File: src/rtl/rmt_pkg.sv
// ----------------------------------------------------------------------------
// rmt_pkg - running median tracker shared definitions
// Field widths, the default store depth, the controller state type and the
// per-cell control bundle.
// ----------------------------------------------------------------------------
package rmt_pkg;

    // Item field widths
    localparam int SAMPLE_W = 32;
    localparam int MEDIAN_W = 33;
    localparam int COUNT_W  = 9;

    // Each cell drives a lower and an upper median candidate
    localparam int LEAF_W = 2 * SAMPLE_W;

    // Default number of cells in the sorted chain
    localparam int CAPACITY_DEF = 256;

    // Controller: wait for an item, let the select tree settle, hand off result
    typedef enum logic [1:0] {
        ST_IDLE,
        ST_FILL,
        ST_HOLD
    } rmt_state_t;

    // Control bundle fanned out to every cell
    typedef struct packed {
        logic ins_en;    // insert this item into the chain
        logic occupied;  // cell holds a sample
        logic sel_lo;    // cell sits at the lower middle position
        logic sel_hi;    // cell sits at the upper middle position
    } rmt_cell_ctl_t;

endpackage

File: src/rtl/rmt_cell.sv
// ----------------------------------------------------------------------------
// rmt_cell - one slot of the sorted insertion chain
// Holds one sample. On insert it keeps its value, takes the new sample, or
// takes its left neighbor's value so the chain stays in ascending order.
// ----------------------------------------------------------------------------
module rmt_cell
    import rmt_pkg::*;
(
    input  logic                       clk,
    input  logic signed [SAMPLE_W-1:0] x,
    input  rmt_cell_ctl_t              ctl,
    input  logic                       left_gt,
    input  logic signed [SAMPLE_W-1:0] left_val,
    output logic signed [SAMPLE_W-1:0] val,
    output logic                       gt,
    output logic [LEAF_W-1:0]          leaf
);

    logic signed [SAMPLE_W-1:0] val_reg;
    logic signed [SAMPLE_W-1:0] val_next;

    // An empty cell counts as larger than any sample
    assign gt = !ctl.occupied || (val_reg > x);

    // Shift right where the left neighbor is larger, else drop in the sample where this cell is larger, else keep
    always_comb
    begin
        priority if (left_gt)
        begin
            val_next = left_val;
        end
        else if (gt)
        begin
            val_next = x;
        end
        else
        begin
            val_next = val_reg;
        end
    end

    always_ff @(posedge clk)
    begin
        if (ctl.ins_en)
        begin
            val_reg <= val_next;
        end
    end

    assign val = val_reg;

    // Median candidates for the select tree
    assign leaf = {(ctl.sel_lo ? val_reg : {SAMPLE_W{1'b0}}),
                   (ctl.sel_hi ? val_reg : {SAMPLE_W{1'b0}})};

endmodule

File: config.mk
export PLATFORM = sky130hd
export DESIGN_NAME = rmt_cell
export DESIGN_NICKNAME = d
export VERILOG_FILES = /design/src/rtl/rmt_pkg.sv /design/src/rtl/rmt_cell.sv
export SDC_FILE = /design/constraint.sdc
export NUM_CORES = 1
export LEC_CHECK = 0
export BUFFER_PORTS_ARGS = -buffer_cell sky130_fd_sc_hd__buf_2
export CAP_MARGIN = 20
export CORE_MARGIN = 1
export CORE_UTILIZATION = 43
export CTS_BUF_LIST = sky130_fd_sc_hd__clkbuf_16
export DETAILED_ROUTE_END_ITERATION = 16
export PLACE_DENSITY_LB_ADDON = 0.2
export REMOVE_ABC_BUFFERS = 1
export SYNTH_ARGS = -nofsm -noshare
export SYNTH_HDL_FRONTEND = slang
export SYNTH_SLANG_ARGS = --single-unit
File: constraint.sdc
create_clock -name clk -period 4.05 [get_ports clk]
set_clock_uncertainty 0.2 [all_clocks]
set_input_delay 0.6075 -clock clk [delete_from_list [all_inputs] [get_ports clk]]
set_output_delay 0.6075 -clock clk [all_outputs]
set_load 0.02 [all_outputs]
==> results by group, run 1 <==
Critical path
  • CP Max Fanout: 4
  • Arr. time, crit path: ~2400 ps
  • Critical path startpoint category: flop
  • WS Path Type: flop to output port
  • Crit path required time: between 3000 and 4000 ps
  • CP endpoint kind: output port

Floorplan
  • Starting Density: a little under half
  • IO Pins: ~170
  • Die span in y: around 80 um
  • Die Wd: around 80 um
  • Core area: about 5600 um^2
  • Die area: roughly 6300 um^2
  • Rows: 27

Clocking
  • TritonCTS clock tree: done
  • Clock-pin slew on the worst setup and hold paths: about 50 ps
  • Hold Buf Count CTS: 0
  • Post-CTS Repair Setup Buffers: 0
  • Worst skew pair latency: 270 ps
  • Max Root-Sink Buffers: 2
  • CTS buffer count: 5
  • CTS sink cnt: 32
  • CTS root buf: clkbuf_16
  • Cts repair resizes: 0
  • CTS H-tree depth: 2

Yosys
  • #FFs+latches synth: 32
  • Cell Area, Synth: 2580 um^2
  • Mapped Cells: 290
  • Sequential area share after synthesis: a little under two fifths
  • Ys Warns: 0
  • Mean Syn Cell Area: 8.90 um^2
  • Synth cell types: 27

STA
  • Slew HR: about two thirds
  • Worst-margin pin slew: 516 ps
  • Final worst path period share: between 70 and 80%
  • Tmin final: 3160 ps
  • Minimum hold slack: between 400 and 500 ps
  • Max-slew violations: 0
  • Fmax: 316 MHz
  • Final hold violations: 0
  • RSZ-0062 raised after global routing: no
  • Setup violations, final: 0
  • Setup TNS: 0 ps

Power and ir drop
  • Worst-case vdd ir drop: around 280 uV
  • P_leak: roughly 1.9 nW
  • Final Power: around 0.0011 W
  • PD cells: between 300 and 400 nW/um^2

Drt
  • Drt via density: 4.81
  • Detailed-router iteration count before antenna repair: 4
  • DR vias: roughly 2500
  • Antenna viol nets, final: 0
  • WL final: ~6400 um
  • Post-route DRC violation count: 0
  • Wirelength per Cell: roughly 12 um
  • Initial DRC Count: between 50 and 60

Global routing
  • Initial antenna violation count: 0
  • Global route overflow: 0
  • Vias in the first global route: ~2300
  • Maximum number of pins on one net before global-route repair: 36
  • Tot GR Track Use: 20.5%
  • First-pass GRT wire length: between 10000 and 15000 um

Final layout
  • Max reg flops: 32
  • Layout cell share with drive strength beyond 1: approximately two fifths
  • Core occupancy in the finished layout: about 64%
  • Fin cells: 526
  • # diodes: 0
  • Layout area overhead: 40.4%
  • Fill count: about 520
  • Nets: 555

Run
  • Max-cap viol count: 0

Place
  • Port Buffers: about 170
  • Inst Count DP: 518
  • GPL Wtd Cong: roughly 0.75
  • Post-DP HPWL: roughly 5200 um

Status
  • Outcome: finished clean

Worst hold path
  • Worst Hold Class: primary input to flop
synth_stat cells:
| cell | instances | area [um^2] |
|---|---|---|
| clkbuf_1 | 12 | 45.0 |
| mux2_4 | 1 | 15.0 |
| a2111oi_2 | 1 | 15.0 |
| nor2b_1 | 1 | 6.26 |
| a211oi_1 | 1 | 7.51 |
| a21boi_2 | 1 | 11.3 |
| a41oi_2 | 1 | 16.3 |
| nor2_1 | 1 | 3.75 |
| nand2_1 | 35 | 131 |
| nand4_2 | 2 | 25.0 |
| nor4_2 | 1 | 12.5 |
| a221oi_1 | 1 | 8.76 |
| ha_1 | 32 | 400 |
| mux2_2 | 1 | 11.3 |
| nor4_1 | 2 | 12.5 |
| o21ai_0 | 33 | 165 |
| o21ai_1 | 2 | 10.0 |
| or3b_1 | 1 | 8.76 |
| and2_1 | 65 | 407 |
| a21o_1 | 4 | 30.0 |
| buf_1 | 1 | 3.75 |
| a21oi_1 | 12 | 60.1 |
| nand3_1 | 7 | 35.0 |
| nand4_4 | 1 | 21.3 |
| edfxtp_1 | 32 | 961 |
| inv_1 | 35 | 131 |
| nand4_1 | 4 | 25.0 |
worst paths after layout:
kind / from / end / slack [ps] / depth (start not counted)
min: left_val[2] / val[2] / 420 / 3
max: val[5] / gt / 890 / 8
max reg2reg: val[14] / val[12] / 1200 / 8
min reg2reg: val[31] / val[17] / 1090 / 4
worst max-delay path, stage by stage (launching register included):
cell      delay, ps
edfxtp_1        450
ha_1            320
a21oi_1         140
o21ai_0         100
a221oi_1        260
or3b_1          390
nand3_1         170
nand3_1          90
buf_2           160
power breakdown:
part | leakage, nW | total [W] | switching, W | internal, W
combinational | 1.56 | 0.000359 | 0.000216 | 0.000143
clock | 0.0738 | 0.000348 | 0.000127 | 0.000221
sequential | 0.314 | 0.000425 | 0.0000239 | 0.000402
kinds of logic (layout without fill, tap and decap cells):
| family | after synthesis | count (layout) | share of synthesized area, % |
|---|---|---|---|
| simple gates | 120 | 120 | 26.7 |
| compound gates | 56 | 56 | 12.6 |
| buf+inv | 48 | 212 | 6.98 |
| fa+ha+maj | 32 | 32 | 15.5 |
| flops | 32 | 32 | 37.2 |
| mux | 2 | 2 | 1.02 |
placed cells by master, fill, tap and decap left out, types with 2 or more instances in the layout:
| cell type | instances |
|---|---|
| buf_4 | 3 |
| nand3_1 | 7 |
| inv_1 | 37 |
| edfxtp_1 | 32 |
| nor4_1 | 2 |
| a21oi_1 | 12 |
| nand2_1 | 35 |
| nand4_2 | 2 |
| and2_1 | 65 |
| ha_1 | 32 |
| a21o_1 | 4 |
| clkbuf_16 | 5 |
| buf_2 | 166 |
| o21ai_1 | 2 |
| o21ai_0 | 33 |
| nand4_1 | 4 |
final cells by class:
cell class | instances | area, um^2 | share of cell area (%)
clock inverters | 3 | 11.3 | 0.311
clock buffers | 5 | 125 | 3.45
inverters | 35 | 131 | 3.63
flip-flops and latches | 32 | 961 | 26.5
repair buffers | 169 | 853 | 23.6
well taps | 72 | 90.1 | 2.49
multi-input cells | 210 | 1450 | 40.0
per-stage QoR:
stage / area [um^2] / worst slack [ps]
2_1_floorplan: 2530 / 525
3_3_place_gp: 3490 / 867
3_5_place_dp: 3490 / 882
4_1_cts: 3620 / 866
5_1_grt: 3620 / 737
6_report: 3620 / 888
layer usage:
layer  vias to the layer above  global-route usage, %  share of wire [%]
li1                       1308                      -                  -
met1                      1116                   24.3                 41
met2                       103                   38.0                 51
met3                         4                   3.66                7.2
met4                         0                   4.36               0.67
met5                         -                      0                  0
No activity file was read; power rests on OpenSTA's default activity.
==> run 2: changes to the inputs <==
--- a/config.mk
+++ b/config.mk
@@ -5,10 +5,11 @@
 export SDC_FILE = /design/constraint.sdc
 export NUM_CORES = 1
 export LEC_CHECK = 0
+export ABC_AREA = 1
 export BUFFER_PORTS_ARGS = -buffer_cell sky130_fd_sc_hd__buf_2
 export CAP_MARGIN = 20
 export CORE_MARGIN = 1
-export CORE_UTILIZATION = 43
+export CORE_UTILIZATION = 39
 export CTS_BUF_LIST = sky130_fd_sc_hd__clkbuf_16
 export DETAILED_ROUTE_END_ITERATION = 16
 export PLACE_DENSITY_LB_ADDON = 0.2
==> constraint.sdc (replaced) <==
create_clock -name clk -period 2.9 [get_ports clk]
set_clock_uncertainty 0.2 [all_clocks]
set_input_delay 0.435 -clock clk [delete_from_list [all_inputs] [get_ports clk]]
set_output_delay 0.435 -clock clk [all_outputs]
set_load 0.02 [all_outputs]
==> run 2 against run 1 <==
  * Critical path depth grew 4
  * First-iteration DRC count up 49%
  * Die area rose by 14%
  * Clock-buffer cell count did not move
  * Global-route usage decreased by 1.8 points
  * Core utilization fell by 6.3 points
  * Setup slack lost 680 ps
  * Non-clock buffer count rose by 2
  * Largest cell class unchanged
  * Critical path type unchanged
  * Flip-flop and latch count did not move
==> results by group, run 2 <==
Yosys
  • Cell Area, Synth: 2690 um^2 (+4.1%)
  • Most numerous cell in the Yosys netlist: nand2_1
  • Synth cell types: 18 (-33%)
  • Area leader, netlist: edfxtp_1
  • Post-Synth XOR/XNOR Area: 0% (unchanged)
  • Top cell type's share of synthesized area: 35.8% (-1.5 points)
  • Post-synth EDFFs: 32 (unchanged)
  • Mapped Cells: 391 (+35%)
  • Mean Syn Cell Area: 6.87 um^2 (-23%)
  • Post-synth top cells: nand2_1 (139), inv_1 (102), o21ai_0 (33), edfxtp_1 (32), ha_1 (32)
  • Synth area leaders: edfxtp_1 (36%), nand2_1 (19%), ha_1 (15%)
  • Simple-gate area share of the yosys netlist: 23.2% (-3.4 points)
  • Adder-Cell Fraction of Synth Area: 14.9% (-0.61 points)
  • #FFs+latches synth: 32 (unchanged)
  • Largest family of logic cells by synthesized area: simple AND/OR/NAND/NOR gates
  • Sequential area share after synthesis: 35.8% (-1.5 points)
  • Post-synth ARST share: 0% (unchanged)
  • Ys Warns: 0 (unchanged)
  • Synth Area in Compound Gates: 9.32% (-3.2 points)
  • Synth Flop Type: edfxtp_1
  • Multiplexer share of the synthesized area: 0% (-1.0 points)

Floorplan
  • Rows: 29 (+7.4%)
  • Core area: 6490 um^2 (+15%)
  • Die span in y: 85.0 um (+7.0%)
  • IO Pins: 167 (unchanged)
  • Starting Density: 41.4% (-4.4 points)
  • Die Wd: 85.0 um (+7.0%)
  • Die area: 7220 um^2 (+14%)

Power and ir drop
  • Worst-case vdd ir drop: 345 uV (+23%)
  • P_leak: 2.52 nW (+30%)
  • Clock power frac: 29.1% (-1.6 points)
  • Pint: 0.00106 W (+39%)
  • Switching pwr: 0.000526 W (+43%)
  • Relative contribution of sequential cells to total power: 37.7% (+0.2 points)
  • Comb pwr share: 33.2% (+1.5 points)
  • PD cells: 422 nW/um^2 (+35%)
  • Sw Share: 33.1% (+0.71 points)

STA
  • Fmax: roughly 370 MHz
  • RSZ-0062 raised after global routing: no
  • Slew HR: 59.3% (-6.3 points)
  • Final worst path period share: 92.7%
  • Worst-margin pin slew: 611 ps (+94.8 ps)
  • Tmin final: around 2700 ps
  • Setup violations, final: 0 (unchanged)
  • Max-slew violations: 0 (unchanged)
  • Final hold violations: 0 (unchanged)

Drt
  • Wirelength per Cell: 10.6 um (-13%)
  • Detailed-router iteration count before antenna repair: 6 (+2)
  • DR vias: 2803 (+11%)
  • Initial DRC Count: 82 (+49%)
  • Antenna viol nets, final: 0 (unchanged)
  • Drt via density: 4.44 (-7.7%)
  • WL final: 6700 um (+4.0%)
  • Post-route DRC violation count: 0 (unchanged)

Global routing
  • Initial antenna violation count: 0 (unchanged)
  • Global route overflow: 0 (unchanged)
  • First-pass GRT wire length: 10800 um (+5.4%)
  • Maximum number of pins on one net before global-route repair: 35 (-2.8%)
  • Vias in the first global route: 2437 (+8.0%)
  • Tot GR Track Use: 18.7% (-1.8 points)

Run
  • Max-cap viol count: 0 (unchanged)

Critical path
  • FF-to-FF path depth: 14 (+6)
  • Critical path startpoint category: flop
  • Reg-to-reg critical path startpoint: val[31]
  • Arr. time, crit path: 2050 ps (-300 ps)
  • CP Max Fanout: 4 (unchanged)
  • Crit path required time: 2270 ps (-970 ps)
  • Worst R2R End: val[31]
  • CP peak stage delay: 430 ps (-20 ps)
  • Cell family with most CP delay: simple AND/OR/NAND/NOR gates
  • CP Buf/Inv Count: 1 (unchanged)
  • Most frequent CP cell: nand2_1
  • R2R setup slack: 390 ps (-810 ps)
  • Critical path, cell by cell: ha_4, nand2_1, nor2_2, nand2_2, nor3b_4, nand2_1, nand2_1, nand2_1, nand2_1, nand2_1, nand2_1, buf_4
  • CP endpoint kind: output port
  • Slowest cell on crit path: edfxtp_1
  • WS Path Type: flop to output port

Final layout
  • Leading cell type in the layout, fill and taps excluded: buf_2
  • Core occupancy in the finished layout: 57.9% (-6.3 points)
  • Layout cell share with drive strength beyond 1: 33.9% (-6.4 points)
  • # diodes: 0 (unchanged)
  • Layout area overhead: 40.1%
  • Fill count: 638 (+23%)
  • Design area: 3760 um^2 (+3.9%)
  • Nets: 658 (+19%)
  • Max reg flops: 32 (unchanged)
  • Reg area: 961 um^2 (unchanged)
  • Most frequent cells in the layout: buf_2 (165), nand2_1 (139), inv_1 (102)
  • Multi-input logic area: 1300 um^2 (-11%)

Place
  • Post-DP HPWL: 5290 um (+2.5%)
  • GPL Wtd Cong: 0.729 (-3.2%)
  • Port Buffers: 166 (unchanged)
  • DP Area: 3590 um^2 (+3.1%)

Clocking
  • CTS buffer count: 5 (unchanged)
  • CTS root buf: clkbuf_16
  • Max Root-Sink Buffers: 2 (unchanged)
  • CTS sink cnt: 32 (unchanged)
  • TritonCTS clock tree: done
  • Worst skew pair latency: 270 ps (about the same)
  • CTS H-tree depth: 2 (unchanged)
  • Clock-pin slew on the worst setup and hold paths: 50 ps (about the same)

Worst hold path
  • Hold depth: 3 (unchanged)
  • Hold endpoint: val[27]
  • Worst Hold Class: primary input to flop
  • Worst Hold Launch: left_val[27]

Status
  • Outcome: finished clean
==> run 2: changes by cell type after synthesis, moves of 3 or more <==
cell / change
inv_1: +67
inv_2: +4
a21o_1: -3
and2_1: -65
nand2_1: +104
nand4_1: -4
nor2_1: +9
==> run 2: cell families after synthesis <==
family / count (synthesis)
flops: 32
compound gates: 48
buf+inv: 120
fa+ha+maj: 32
simple gates: 159
==> run 2: power groups by stage <==
stage	combinational, W	sequential, W	clock [W]
after global routing	0.000589	0.000606	0.000497
after detailed placement	0.000519	0.000610	0
after floorplan	0.000269	0.000648	0
after CTS	0.000522	0.000601	0.000478
final	0.000527	0.000599	0.000463
after global placement	0.000511	0.000607	0
==> run 2: per-layer routing <==
metal	global-route usage (%)	up-vias	part of all wire, %
li1	-	1504	-
met1	23.0	1194	44
met2	34.2	103	48
met3	3.99	2	7.1
met4	2.77	0	0.28
met5	0	-	0
==> run 2: worst max path at each step <==
stage                     startpoint       to  slack, ps  cells after the start
after floorplan              val[31]   val[0]        -20                     13
after global placement         x[31]  val[20]        310                     16
after detailed placement       x[31]  val[20]        180                     16
after CTS                    val[31]       gt         60                     12
after global routing         val[31]       gt         20                     12
final                        val[31]       gt        210                     12
==> run 2: final cells by class <==
type | count | area share, %
inverter | 107 | 10.7
timing repair buffer | 171 | 23.5
tap | 77 | 2.56
multi-input combinational | 239 | 34.4
sequential | 32 | 25.5
clock buffer | 5 | 3.32
==> run 2: stage by stage <==
stage	power [W]	setup slack (ps)	hold slack (ps)	instances	setup TNS (ps)
4_1_cts	0.00160	63.5	241	628	0
6_report	0.00159	211	247	631	0
3_5_place_dp	0.00113	177	517	623	0
3_3_place_gp	0.00112	306	512	623	0
5_1_grt	0.00169	17.3	254	631	0
2_1_floorplan	0.000917	-22.7	414	378	-726
==> run 2: tightest hold or removal path, delay by kind of cell <==
kind | cells | cell delay (ps)
AND/OR/NAND/NOR | 1 | 40
AO/OA/AOI/OAI | 1 | 50
buffers and inverters | 1 | 70
==> run 2: what timing repair did <==
item / 4_1_cts / 5_1_grt
setup buffers: 0 / 3
setup endpoints to repair: 0 / 1
resized for setup: 0 / 4
hold buffers: 0 / 0
